<file path="config.mk">
export PLATFORM = sky130hd
export DESIGN_NAME = sfd_cfg_regs
export DESIGN_NICKNAME = d
export VERILOG_FILES = /design/src/rtl/core/sfd_pkg.sv /design/src/rtl/core/sfd_cfg_regs.sv
export SDC_FILE = /design/constraint.sdc
export NUM_CORES = 1
export LEC_CHECK = 0
export BUFFER_PORTS_ARGS = -buffer_cell sky130_fd_sc_hd__clkbuf_2
export CORE_MARGIN = 2
export CORE_UTILIZATION = 30
export DETAILED_ROUTE_END_ITERATION = 10
export PLACE_DENSITY_LB_ADDON = 0.05
export SYNTH_ARGS = -nofsm -noshare
export SYNTH_HDL_FRONTEND = slang
export SYNTH_SLANG_ARGS = --single-unit
export TNS_END_PERCENT = 1
</file>
<file path="constraint.sdc">
create_clock -name clk -period 2.2 [get_ports clk]
set_input_delay 0.66 -clock clk [delete_from_list [all_inputs] [get_ports clk]]
set_output_delay 0.66 -clock clk [all_outputs]
set_load 0.01 [all_outputs]
</file>
<file path="src/rtl/core/sfd_pkg.sv">
package sfd_pkg;

  // Sample format: signed Q0.23
  localparam int SAMPLE_W = 24;
  localparam int GAIN_W   = 16;
  localparam int DELAY_W  = 17;
  localparam int FRAC_W   = 14;

  // Echo store geometry (power-of-two depth, address wraps naturally)
  localparam int ADDR_W = 17;
  localparam int DEPTH  = 1 << ADDR_W;

  // Product of a Q2.14 gain and a sample, and that product after the shift
  localparam int PROD_W   = GAIN_W + 1 + SAMPLE_W;
  localparam int SCALED_W = PROD_W - FRAC_W;
  localparam int SUM_W    = SCALED_W + 1;

  // Output queue
  localparam int OFIFO_AW    = 2;
  localparam int OFIFO_DEPTH = 1 << OFIFO_AW;

  // Configuration port
  localparam int CFG_AW = 4;
  localparam int CFG_DW = 32;

  localparam logic [1:0] REG_DELAY    = 2'd0;
  localparam logic [1:0] REG_DRY      = 2'd1;
  localparam logic [1:0] REG_WET      = 2'd2;
  localparam logic [1:0] REG_FEEDBACK = 2'd3;

  localparam logic [DELAY_W-1:0] DELAY_RST    = DELAY_W'(24000);
  localparam logic [GAIN_W-1:0]  DRY_RST      = GAIN_W'(16384);
  localparam logic [GAIN_W-1:0]  WET_RST      = GAIN_W'(8192);
  localparam logic [GAIN_W-1:0]  FEEDBACK_RST = GAIN_W'(5734);

  localparam logic signed [SAMPLE_W-1:0] SAMPLE_MAX = {1'b0, {(SAMPLE_W-1){1'b1}}};
  localparam logic signed [SAMPLE_W-1:0] SAMPLE_MIN = {1'b1, {(SAMPLE_W-1){1'b0}}};

  typedef logic signed [SAMPLE_W-1:0] sample_t;
  typedef logic signed [SCALED_W-1:0] scaled_t;

  typedef struct packed {
    sample_t left;
    sample_t right;
  } pair_t;

  typedef struct packed {
    logic [DELAY_W-1:0] delay_samples;
    logic [GAIN_W-1:0]  dry_gain;
    logic [GAIN_W-1:0]  wet_gain;
    logic [GAIN_W-1:0]  feedback_gain;
  } cfg_t;

  // Pipeline occupancy reported by the core
  typedef struct packed {
    logic s1_busy;
    logic s2_busy;
  } flight_t;

  // floor(gain * sample / 2^14)
  function automatic scaled_t scale_q14(logic [GAIN_W-1:0] gain, sample_t s);
    logic signed [PROD_W-1:0] prod;
    prod = $signed({1'b0, gain}) * s;
    return prod[PROD_W-1:FRAC_W];
  endfunction

  function automatic sample_t sat24(logic signed [SUM_W-1:0] v);
    sample_t res;
    if (v > $signed({{(SUM_W-SAMPLE_W){1'b0}}, SAMPLE_MAX})) begin
      res = SAMPLE_MAX;
    end else if (v < $signed({{(SUM_W-SAMPLE_W){1'b1}}, SAMPLE_MIN})) begin
      res = SAMPLE_MIN;
    end else begin
      res = v[SAMPLE_W-1:0];
    end
    return res;
  endfunction

  function automatic logic signed [SUM_W-1:0] ext_sample(sample_t s);
    return {{(SUM_W-SAMPLE_W){s[SAMPLE_W-1]}}, s};
  endfunction

  function automatic logic signed [SUM_W-1:0] ext_scaled(scaled_t s);
    return {s[SCALED_W-1], s};
  endfunction

endpackage

</file>
<file path="src/rtl/core/sfd_cfg_regs.sv">
module sfd_cfg_regs (
  input  logic                       clk,
  input  logic                       rst_n,
  input  logic                       psel,
  input  logic                       penable,
  input  logic                       pwrite,
  input  logic [sfd_pkg::CFG_AW-1:0] paddr,
  input  logic [sfd_pkg::CFG_DW-1:0] pwdata,
  output logic [sfd_pkg::CFG_DW-1:0] prdata,
  output logic                       pready,
  output sfd_pkg::cfg_t              cfg
);
  import sfd_pkg::*;

  cfg_t       cfg_r;
  cfg_t       cfg_nxt;
  logic       wr_en;
  logic [1:0] reg_idx;

  assign pready  = 1'b1;
  assign wr_en   = psel && penable && pwrite;
  assign reg_idx = paddr[3:2];
  assign cfg     = cfg_r;

  // register write decode
  always_comb begin
    cfg_nxt = cfg_r;
    if (wr_en) begin
      case (reg_idx)
        REG_DELAY:    cfg_nxt.delay_samples = pwdata[DELAY_W-1:0];
        REG_DRY:      cfg_nxt.dry_gain      = pwdata[GAIN_W-1:0];
        REG_WET:      cfg_nxt.wet_gain      = pwdata[GAIN_W-1:0];
        REG_FEEDBACK: cfg_nxt.feedback_gain = pwdata[GAIN_W-1:0];
        default:      cfg_nxt = cfg_r;
      endcase
    end
  end

  always_ff @(posedge clk) begin
    if (!rst_n) begin
      cfg_r.delay_samples <= DELAY_RST;
      cfg_r.dry_gain      <= DRY_RST;
      cfg_r.wet_gain      <= WET_RST;
      cfg_r.feedback_gain <= FEEDBACK_RST;
    end else begin
      cfg_r <= cfg_nxt;
    end
  end

  // readback
  always_comb begin
    case (reg_idx)
      REG_DELAY:    prdata = CFG_DW'(cfg_r.delay_samples);
      REG_DRY:      prdata = CFG_DW'(cfg_r.dry_gain);
      REG_WET:      prdata = CFG_DW'(cfg_r.wet_gain);
      REG_FEEDBACK: prdata = CFG_DW'(cfg_r.feedback_gain);
      default:      prdata = '0;
    endcase
  end
endmodule

</file>
* After elaboration in Yosys (flattened, before gate mapping)
Cells that the tools add are included.
W data, S select, Z words.
** Word-level totals
- Bits in latches :: 0
- Register bits after elaboration :: 65
- Word-level logic and storage cells :: 15
- Bits in writable memories :: 0
- ROM bits :: 0
- Output and inout port bits :: 98
- Memories :: 0
** Cells by class
- Add/sub/neg operators :: 0
- Multipliers :: 0
- Reduce and logical (&&, ||, !) cells :: 7
- Shifts and indexed selects :: 0
- Multiplexer cells :: 1
- Div/mod/pow operators :: 0
- Equality and inequality tests :: 3
- Order comparisons :: 0
- Bitwise operators :: 0
** Operator list (count)
- $pmux W32 S4 :: 1
- $reduce_and A2 Y1 :: 4
- $eq A2 B2 Y1 const B :: 2
- $eq A2 B1 Y1 const B :: 1
- $logic_and A1 B1 Y1 :: 2
- $logic_not A2 Y1 :: 1

* Logic depth before layout (Yosys ltp)
- Depth after elaboration :: 3
- Depth in mapped cells :: 5
- Gate-level depth less buffers :: 3

* Least setup slack after synthesis
OpenSTA, ideal clock, no wires.
- Kind :: input-to-output
- From :: input paddr[3] in the netlist's numbering
- To :: output prdata[5] in the netlist's numbering
- Slack :: 121 ps
- Path buffers :: 1
- Arrival time :: 1419 ps
- Required time :: 1540 ps
- Stages on the path :: 2
- Cells stage by stage :: buf_2 > mux4_2
** Between the ends
- Longest elaborated chain between the ends :: 2
- Elaborated cells on any way between the ends :: 5
- Those cells by class :: eq/ne (3); mux (1); reduce/logical (1)
** RTL lines
- start: declaration :: line sfd_cfg_regs.sv:7 : input logic [sfd_pkg::CFG_AW-1:0] paddr,
- $eq A2 B2 Y1 (tied with other cells) :: line sfd_cfg_regs.sv:52 : case (reg_idx)
- $pmux W32 S4 (*) :: line sfd_cfg_regs.sv:52
- end: declaration :: line sfd_cfg_regs.sv:9 : output logic [sfd_pkg::CFG_DW-1:0] prdata,
Every way passes the cells marked *; elsewhere a longest branch is shown, timed or not. The select of a mux whose other input is x is not followed.

* Worst setup path after layout
- From :: input paddr[3] in the netlist's numbering
- To :: output prdata[14] in the netlist's numbering
The elaborated chain is that of the path after synthesis.

==> reports/metrics.cfg <==
[floorplanning]
core_um2 = 9860
start_util_pct = 31.1
ios = 139
die_w_um = 105
dieArea_um2 = 11000
die_y_um = 105
rows = 36

[detailed_routing]
routed_wl_um = 8060
routedWlPerCell_um = 14.9
vias = 2405
dr.pass1.iters = 4
ant_nets = 0
drtIter0Drc = 58
route.detailed.drc = 0
drt-vias-per-instance = 4.43

[grt]
track_usage_pct = 14.9
antenna_found_initial = 0
grt_pass1_wl_um = 12700
grt_max_degree = 92
grt_pass1_vias = 2341
gr-total-overflow = 0

[finish]
register_area_um2 = 1300
area_delta_synth_final_pct = 31.9
fill_cells = 1024
drive_gt1_share_pct = 39.0
finalNetCount = 446
final_cells = 543
final_util_pct = 41.0
largest_reg_flops = 65
multi_input_area_um2 = 1560
antenna_cells = 0

[synthesis]
yosysUniqueCellTypes = 23
synth-edff-count = 0
async_reset_ff_share_pct = 0
synth_area_leaders = dfxtp_1 42%, mux2i_1 19%, mux4_2 12%, nand2_1 8.2%, buf_4 5.1%
avgSynthCellArea_um2 = 10.5
yosys_warnings = 0
yosysTopAreaCell = dfxtp_1
synth_common_cells = 67 x nand2_1, 65 x dfxtp_1, 59 x mux2i_1
yosysMostFrequentCell = nand2_1
synth_area_um2 = 3060
synth_flop_cell = dfxtp_1
ys_seq_area_share_pct = 42.5
synth_seq_cells = 65
syn_inst = 293
netlist.area_leader.share_pct = 42.5

[power]
p_leak_nw = 1.79
p_per_area_nw_per_um2 = 666
finalPower_w = 0.00269
peakVddDrop_v = 0.000361

[sta]
max_freq_mhz = 455
fin_crit_ns = 2.20
setup_viol = 0
maxSlewViolCount = 0
finClkSkew_ns = 0
hold_violations = 0
rsz0062_at_grt = true
hold-worst-slack_ns = 0.466
fin_crit_sh_pct = 99.9
postLayoutSetupSlackWorst_ns = 0.00276

[clock_network]
cts.hold.buffers_added = 0
cts_htree_levels = 3
cts_buffers = 9
clock_latency_ns = 0.33
clk_path_buf_depth = 2
cts_root_buffer = clkbuf_8
clk_pin_slew_ns = 0.07
cts_tree = yes
cts_sinks = 65

[status]
outcome = finished clean

[worst_setup_path]
critPathMaxFanout = 8
end_kind = output port
critPathArrivalTime_ns = 1.54
worst-endpoint-required_ns = 1.54
start_kind = input port
worstSetupPathType = input port to output port

[worst_hold_path]
hold_class = register to register

[placement]
gp_congestion = 0.716
port_buffers = 105
place_inst = 526
pre_cts_ws_ns = -0.0870
dp_hpwl_um = 5710

[run]
cap_violations = 0

## worst max-delay path: stages
cell and delay, ns:
buf_8 0.08, buf_12 0.13, mux4_2 0.50, clkbuf_2 0.15
## cell type report
| class | instances | area share (%) |
|---|---|---|
| multi-input combinational | 201 | 38.6 |
| sequential | 65 | 32.2 |
| timing repair buffer | 125 | 19.0 |
| tap | 133 | 4.12 |
| clock buffer | 11 | 3.25 |
| clock inverter | 5 | 2.57 |
| inverter | 3 | 0.279 |
## metrics by stage
stage | TNS, ns | cell area (um^2)
final | 0 | 4040
after global routing | -0.0377 | 4040
after CTS | -0.239 | 4010
after detailed placement | -0.601 | 3760
after global placement | -0.512 | 3760
after floorplan | 0 | 3120
## kinds of logic after synthesis
family | after synthesis | share of synthesized area [%]
other cells | 2 | 0.245
buf+inv | 41 | 8.86
simple gates | 101 | 15.6
compound gates | 9 | 1.72
flops | 65 | 42.5
mux | 75 | 31.0
## cell usage in the layout (no fill, tap or decap), drive strengths merged, types with 3 or more instances in the layout
master    n
clkbuf  112
nand2    67
dfxtp    65
mux2i    59
buf      24
nor2b    19
mux4     16
conb     16
a21oi     6
nand3     5
nand2b    3
inv       3
o211ai    3
bufinv    3
## what timing repair did
item	4_1_cts	5_1_grt
gates resized for setup	2	8
setup buffers	0	1
setup endpoints to repair	16	16
## power by group
part | internal [W] | switching [W]
clock network | 0.000754 | 0.000460
logic | 0.000126 | 0.000148
registers | 0.00119 | 0.0000121
## path summary, 6_finish.rpt
kind | start | end | slack, ns | cells after the start
worst max register to register | cfg[60]$_SDFFE_PN1P_ | cfg[60]$_SDFFE_PN1P_ | 1.43 | 3
worst max-delay path | paddr[3] | prdata[14] | 0.003 | 4
worst min-delay path | cfg[64]$_SDFFE_PN0P_ | cfg[64]$_SDFFE_PN0P_ | 0.47 | 2
worst min register to register | cfg[64]$_SDFFE_PN0P_ | cfg[64]$_SDFFE_PN0P_ | 0.47 | 2
## metal layers
layer / global-route usage, % / share of wire, % / up-vias
met1: 19.9 / 46 / 1124
met5: 0 / 0 / -
li1: - / - / 1193
met3: 4.93 / 6.3 / 5
met2: 23.4 / 47 / 83
met4: 3.14 / 0.74 / 0
Power figures use the tool's default switching activity.
