### src/rtl/core/sfd_pkg.sv
package sfd_pkg;

  // Sample format: signed Q0.23
  localparam int SAMPLE_W = 24;
  localparam int GAIN_W   = 16;
  localparam int DELAY_W  = 17;
  localparam int FRAC_W   = 14;

  // Echo store geometry (power-of-two depth, address wraps naturally)
  localparam int ADDR_W = 17;
  localparam int DEPTH  = 1 << ADDR_W;

  // Product of a Q2.14 gain and a sample, and that product after the shift
  localparam int PROD_W   = GAIN_W + 1 + SAMPLE_W;
  localparam int SCALED_W = PROD_W - FRAC_W;
  localparam int SUM_W    = SCALED_W + 1;

  // Output queue
  localparam int OFIFO_AW    = 2;
  localparam int OFIFO_DEPTH = 1 << OFIFO_AW;

  // Configuration port
  localparam int CFG_AW = 4;
  localparam int CFG_DW = 32;

  localparam logic [1:0] REG_DELAY    = 2'd0;
  localparam logic [1:0] REG_DRY      = 2'd1;
  localparam logic [1:0] REG_WET      = 2'd2;
  localparam logic [1:0] REG_FEEDBACK = 2'd3;

  localparam logic [DELAY_W-1:0] DELAY_RST    = DELAY_W'(24000);
  localparam logic [GAIN_W-1:0]  DRY_RST      = GAIN_W'(16384);
  localparam logic [GAIN_W-1:0]  WET_RST      = GAIN_W'(8192);
  localparam logic [GAIN_W-1:0]  FEEDBACK_RST = GAIN_W'(5734);

  localparam logic signed [SAMPLE_W-1:0] SAMPLE_MAX = {1'b0, {(SAMPLE_W-1){1'b1}}};
  localparam logic signed [SAMPLE_W-1:0] SAMPLE_MIN = {1'b1, {(SAMPLE_W-1){1'b0}}};

  typedef logic signed [SAMPLE_W-1:0] sample_t;
  typedef logic signed [SCALED_W-1:0] scaled_t;

  typedef struct packed {
    sample_t left;
    sample_t right;
  } pair_t;

  typedef struct packed {
    logic [DELAY_W-1:0] delay_samples;
    logic [GAIN_W-1:0]  dry_gain;
    logic [GAIN_W-1:0]  wet_gain;
    logic [GAIN_W-1:0]  feedback_gain;
  } cfg_t;

  // Pipeline occupancy reported by the core
  typedef struct packed {
    logic s1_busy;
    logic s2_busy;
  } flight_t;

  // floor(gain * sample / 2^14)
  function automatic scaled_t scale_q14(logic [GAIN_W-1:0] gain, sample_t s);
    logic signed [PROD_W-1:0] prod;
    prod = $signed({1'b0, gain}) * s;
    return prod[PROD_W-1:FRAC_W];
  endfunction

  function automatic sample_t sat24(logic signed [SUM_W-1:0] v);
    sample_t res;
    if (v > $signed({{(SUM_W-SAMPLE_W){1'b0}}, SAMPLE_MAX})) begin
      res = SAMPLE_MAX;
    end else if (v < $signed({{(SUM_W-SAMPLE_W){1'b1}}, SAMPLE_MIN})) begin
      res = SAMPLE_MIN;
    end else begin
      res = v[SAMPLE_W-1:0];
    end
    return res;
  endfunction

  function automatic logic signed [SUM_W-1:0] ext_sample(sample_t s);
    return {{(SUM_W-SAMPLE_W){s[SAMPLE_W-1]}}, s};
  endfunction

  function automatic logic signed [SUM_W-1:0] ext_scaled(scaled_t s);
    return {s[SCALED_W-1], s};
  endfunction

endpackage

### src/rtl/core/sfd_out_fifo.sv
// Small output queue; also the output register
module sfd_out_fifo (
  input  logic                      clk,
  input  logic                      rst_n,
  input  logic                      push,
  input  sfd_pkg::pair_t            push_word,
  input  logic                      pop,
  output logic                      not_empty,
  output sfd_pkg::pair_t            head_word,
  output logic [sfd_pkg::OFIFO_AW:0] count
);
  import sfd_pkg::*;

  pair_t               slots [OFIFO_DEPTH];
  logic [OFIFO_AW-1:0] wr_ptr_r, wr_ptr_nxt;
  logic [OFIFO_AW-1:0] rd_ptr_r, rd_ptr_nxt;
  logic [OFIFO_AW:0]   cnt_r, cnt_nxt;
  logic                do_pop;

  assign not_empty = (cnt_r != '0);
  assign do_pop    = pop && not_empty;
  assign head_word = slots[rd_ptr_r];
  assign count     = cnt_r;

  always_comb begin
    wr_ptr_nxt = push ? wr_ptr_r + OFIFO_AW'(1) : wr_ptr_r;
    rd_ptr_nxt = do_pop ? rd_ptr_r + OFIFO_AW'(1) : rd_ptr_r;
    cnt_nxt    = cnt_r + (OFIFO_AW + 1)'(push) - (OFIFO_AW + 1)'(do_pop);
  end

  always_ff @(posedge clk) begin
    if (!rst_n) begin
      wr_ptr_r <= '0;
      rd_ptr_r <= '0;
      cnt_r    <= '0;
    end else begin
      wr_ptr_r <= wr_ptr_nxt;
      rd_ptr_r <= rd_ptr_nxt;
      cnt_r    <= cnt_nxt;
    end
  end

  always_ff @(posedge clk) begin
    if (push) begin
      slots[wr_ptr_r] <= push_word;
    end
  end
endmodule

### config.mk
export PLATFORM = sky130hd
export DESIGN_NAME = sfd_out_fifo
export DESIGN_NICKNAME = d
export VERILOG_FILES = /design/src/rtl/core/sfd_pkg.sv /design/src/rtl/core/sfd_out_fifo.sv
export SDC_FILE = /design/constraint.sdc
export NUM_CORES = 1
export LEC_CHECK = 0
export ABC_AREA = 1
export BUFFER_PORTS_ARGS = -buffer_cell sky130_fd_sc_hd__buf_2
export CAP_MARGIN = 10
export CORE_AREA = 3 3 139 141
export DETAILED_ROUTE_END_ITERATION = 7
export DIE_AREA = 0 0 142 144
export SLEW_MARGIN = 20
export SYNTH_ARGS = -nofsm -noshare
export SYNTH_HDL_FRONTEND = slang
export SYNTH_SLANG_ARGS = --single-unit
### constraint.sdc
create_clock -name clk -period 2.15 [get_ports clk]
set_input_delay 0.43 -clock clk [delete_from_list [all_inputs] [get_ports clk]]
set_output_delay 0.43 -clock clk [all_outputs]
set_load 0.005 [all_outputs]
* Word-level counts from Yosys, hierarchy flattened
Memory sizes are Yosys's and may differ from the RTL's. A register that Yosys moved wholly into a read port is not among the register bits. Index checks and enable logic that the tools add are counted.
Word-level totals: bits in registers 7, latch bits 0, RAM bits 192, bits in read-only memories 0, output and inout port bits 52, word-level logic and storage cells 14, memories kept 1
Memories:
- slots | depth 4, bits a word 48, rd ports 1, clocked after Yosys merged registers in 1, wr ports 1, line sfd_out_fifo.sv:14 | pair_t slots [OFIFO_DEPTH];
Cells by class: add/subtract/negate cells 4, multiply operators 0, divide/modulo/power cells 0, magnitude comparators 0, equal/unequal tests 0, shift-type cells 0, muxes and demuxes 4, bitwise logic cells 0, reductions and logical operators 2
Operators with widths (number):
- $add 2x1->2 const B | 2
- $mux 2 | 2
- $add 3x1->3 | 1
- $reduce_bool 3->1 | 1
- $sub 3x1->3 | 1
- $mux 1 | 2
- $logic_and 1x1->1 | 1

* Logic depth before layout (Yosys ltp)
depth in word-level cells 4, mapped depth 9, gate-level depth less buffers 9

* Worst setup path before layout
No wires, ideal clock.
path kind reg-to-reg, start reg wr_ptr_r[0], end mem slots[2][0] in the netlist's numbering, enable pin, setup time 402 ps, data arrival time 1527 ps, required time 1748 ps, path slack 220 ps, cell stages (with the launch flop) 5, clock period less this slack 1930 ps, cell sequence dfxtp_1 > inv_1 > ha_1 > nand2_1 > inv_1
RTL lines:
- from (decl) | line sfd_out_fifo.sv:15 | logic [OFIFO_AW-1:0] wr_ptr_r, wr_ptr_nxt;
- from (signal assigned) | line sfd_out_fifo.sv:37 | wr_ptr_r <= wr_ptr_nxt;
- to (decl) | line sfd_out_fifo.sv:14
Straight into the memory's write port.

==> Flow_metrics.wiki <==
{| class="wikitable"
! Metric !! Value
|-
| Status || finished clean
|-
| # H-tree levels || 1
|-
| Wirelength, routed || 18300 µm
|-
| Detail Route Antenna Nets || 0
|-
| Worst skew pair latency || 490 ps
|-
| Largest delay share family, worst path || buffers and inverters
|-
| Max-cap viol count || 0
|-
| Clock transition at the registers of the reported paths || 60 ps
|-
| Cells after synthesis || 525
|-
| Endpoint kind of the worst setup timing path || output pin
|-
| Worst r2r path cells || 9
|-
| Die span in y || 144 µm
|-
| First-pass GRT wire length || 24400 µm
|-
| Met3 layer usage reported by global route || 4.20%
|-
| Clk sink count || 201
|-
| Leak || 3.44 nW
|-
| Net Sw Frac || 27.6%
|-
| Min-Delay Path Depth || 1
|-
| Main area contributors after synthesis || edfxtp_1 (76%), o21ai_0 (5.8%), nor2_1 (4.5%), o22ai_1 (3.9%), dfxtp_1 (2.4%)
|-
| Sequential Area || 5950 µm²
|-
| Element type at the critical path start || flop
|-
| Share of layout cells above drive strength 1 || 28.4%
|-
| Portion of the post-synthesis area used by sequential elements || 77.9%
|-
| Number of synthesized flops with an enable pin || 192
|-
| Worst setup slack for register-to-register paths || 360 ps
|-
| Average detailed-routed wire length per instance || 20.3 µm
|-
| Fmax || 0.471 GHz
|-
| Multi-input logic area || 1420 µm²
|-
| Endpoint arrival time on the critical path || 1690 ps
|-
| Maximum clock insertion buffer count || 3
|-
| Startpoint of the most critical hold path || push_word[45]
|-
| Ports || 104
|-
| Worst path cell trace || buf_4 -> buf_12 -> clkbuf_16 -> o21ai_0 -> o22ai_1 -> buf_2
|-
| Met1 Resource Use GR || 18.7%
|-
| Count of vias placed by the detailed router || 4727
|-
| Worst ir drop on vdd || 664 µV
|-
| Power density over the cells || 1130 nW/µm²
|-
| DRT iter0 DRCs || 278
|-
| Final max-slew violation count || 0
|-
| Total chip power || 10.7 mW
|-
| Routability Congestion || 0.732
|-
| Total net switching power || 2.95 mW
|-
| TritonCTS Buffers || 22
|-
| Total gr overflow || 0
|-
| WP depth || 6
|-
| Residual DRC count || 0
|-
| YS warnings || 0
|-
| Critical path's slowest cell || dfxtp_4
|-
| Count of final hold-check violations || 0
|-
| Dominant synthesized flop cell || edfxtp_1
|-
| Capturing point of the worst reg2reg path || count[2]
|-
| Vias per inst || 5.22
|-
| Clock tree from TritonCTS || yes
|-
| Period minus WS final || 2120 ps
|-
| Clock power frac || 33.3%
|-
| Period utilisation layout || 98.7%
|-
| GRT Resource Usage Total || 15.4%
|-
| Portion of total power attributed to combinational logic || 24.0%
|-
| Number of buffers and inverters on the critical path || 4
|-
| Peak-usage layer in the global routing report || met2
|-
| Class of the most critical hold timing path || in2reg
|-
| Share of async-settable or async-resettable flops after synthesis || 0%
|-
| Worst Hold Endpoint || slots[2][45]
|-
| Cell type with the highest aggregate area in the netlist || edfxtp_1
|-
| Final setup violation count || 0
|-
| Root cell of the clock tree || clkbuf_16
|-
| Largest net degree at the start of global routing || 59
|-
| Placeable core region || 18100 µm²
|-
| Core utilization of the finished layout || 52.3%
|-
| Most numerous cell types in the synthesized netlist || edfxtp_1 (192), nor2_1 (91), o21ai_0 (89)
|-
| Slew margin rel. || 68.5%
|-
| Synth cell types || 23
|-
| Die Span X || 142 µm
|-
| Count of input and output buffers || 103
|-
| Vias in the first global route || 4604
|-
| Sequential share of power || 42.8%
|-
| Synthesized flop and latch total || 201
|-
| Stage delay of the slowest cell on the critical path || 360 ps
|-
| Final HPWL DP || 9250 µm
|-
| Placement Rows || 49
|-
| Slew at the pin closest to its max-slew limit || 473 ps
|-
| Library cell with the highest instance count after synthesis || edfxtp_1
|-
| # fillers || 1488
|-
| Maximum net fanout on the critical path || 8
|-
| Kind of critical path || reg2out
|-
| Area share of the largest cell type after synthesis || 75.5%
|-
| 1st-pass router iterations || 7
|-
| Number of antenna violations at the first check in global routing || 2
|-
| DIE AREA || 20400 µm²
|-
| Launch instance of the worst register-to-register path || count[1]
|-
| Netlist area before placement || 7630 µm²
|-
| Mapped Avg Cell Area || 14.5 µm²
|-
| Net count after synthesis || 584
|-
| Design internal power || 7.75 mW
|-
| P&R area growth vs syn || 24.0%
|-
| Maximum clock skew at final layout || 14.3 ps
|-
| Starting density of the core || 42.2%
|-
| Worst path required time || 1720 ps
|-
| Final-stage net count || 718
|-
| Routing usage on met2 || 27.8%
|}
==> placed cells by master, fill, tap and decap left out, types with 2 or more instances in the layout <==
master	count
edfxtp_1	192
buf_2	103
nor2_1	91
o21ai_0	74
o22ai_1	45
clkbuf_16	27
o21ai_1	21
buf_4	15
nand2_1	14
inv_1	11
nor2_2	10
clkinv_1	9
buf_6	7
dfxtp_1	7
ha_1	6
a21oi_1	5
buf_12	5
inv_2	4
clkbuf_1	4
o21ai_2	3
o22ai_2	3
buf_8	3
nand3_1	2
dfxtp_4	2
bufinv_16	2
clkinv_2	2
==> sequential cells by signal, summed over array words and instances (netlist names), named ones only <==
signal	count
rd_ptr_r	2
wr_ptr_r	2
slots	192
count	3
==> per-layer routing <==
layer  share of wire [%]  wire length (µm)
met5                0.15                27
met4                 1.8               324
met3                 6.5              1200
met2                  50              9160
met1                  42              7630
==> how the worst max path moves through the flow <==
stage	start	to	slack [ps]
6_report	flop	head_word[46]	30
5_1_grt	flop	head_word[20]	-20
4_1_cts	flop	head_word[21]	-30
3_5_place_dp	pop	count[2]	290
3_3_place_gp	pop	count[2]	320
2_1_floorplan	wr_ptr_r[0]	slots[2][0]	220
==> power by group through the flow <==
stage / logic, mW / registers (mW) / clock network, mW
6_report: 2.57 / 4.58 / 3.56
5_1_grt: 2.82 / 4.59 / 3.83
2_1_floorplan: 1.25 / 4.64 / 0
4_1_cts: 2.04 / 4.59 / 3.65
3_3_place_gp: 1.94 / 4.66 / 0
3_5_place_dp: 2.01 / 4.66 / 0
==> worst register-to-register path, delay by kind of cell (launching register included) <==
| family | cells | cell delay [ps] |
|---|---|---|
| buf+inv | 1 | 40 |
| simple gates | 4 | 390 |
| fa+ha+maj | 3 | 840 |
| flops | 1 | 330 |
| compound gates | 1 | 120 |
==> through the flow <==
stage                     setup WS (ps)  hold slack [ps]  setup TNS (ps)  area, µm²  cells
after floorplan                     220              448               0       7630    525
after global placement              321              476               0       8390    845
after detailed placement            287              475               0       8390    845
after CTS                         -32.2              132           -44.5       9110    885
after global routing              -21.3              134            -180       9460    904
final                              27.5              152               0       9460    905
==> area by class of cell <==
| class | instances | share of cell area, % |
|---|---|---|
| diodes | 1 | 0.0265 |
| clock buffers | 27 | 6.24 |
| inverters | 17 | 0.979 |
| flip-flops and latches | 201 | 62.9 |
| well taps | 229 | 3.03 |
| clock inverters | 13 | 1.10 |
| multi-input cells | 276 | 15.0 |
| repair buffers | 138 | 10.4 |
| repair inverters | 3 | 0.384 |
==> cell families after synthesis <==
family | synth area share, %
flops | 77.9
compound gates | 10.8
simple gates | 6.11
buf+inv | 3.95
fa+ha+maj | 1.25
==> repair_timing <==
item                       in CTS  in global routing
pin swaps                       0                  4
gates cloned                    0                 11
setup endpoints to repair      48                 33
buffers inserted                0                  8
gates resized for setup         7                 34
hold buffers                    0                  0
Note: power is estimated with default switching activity, not from simulation.
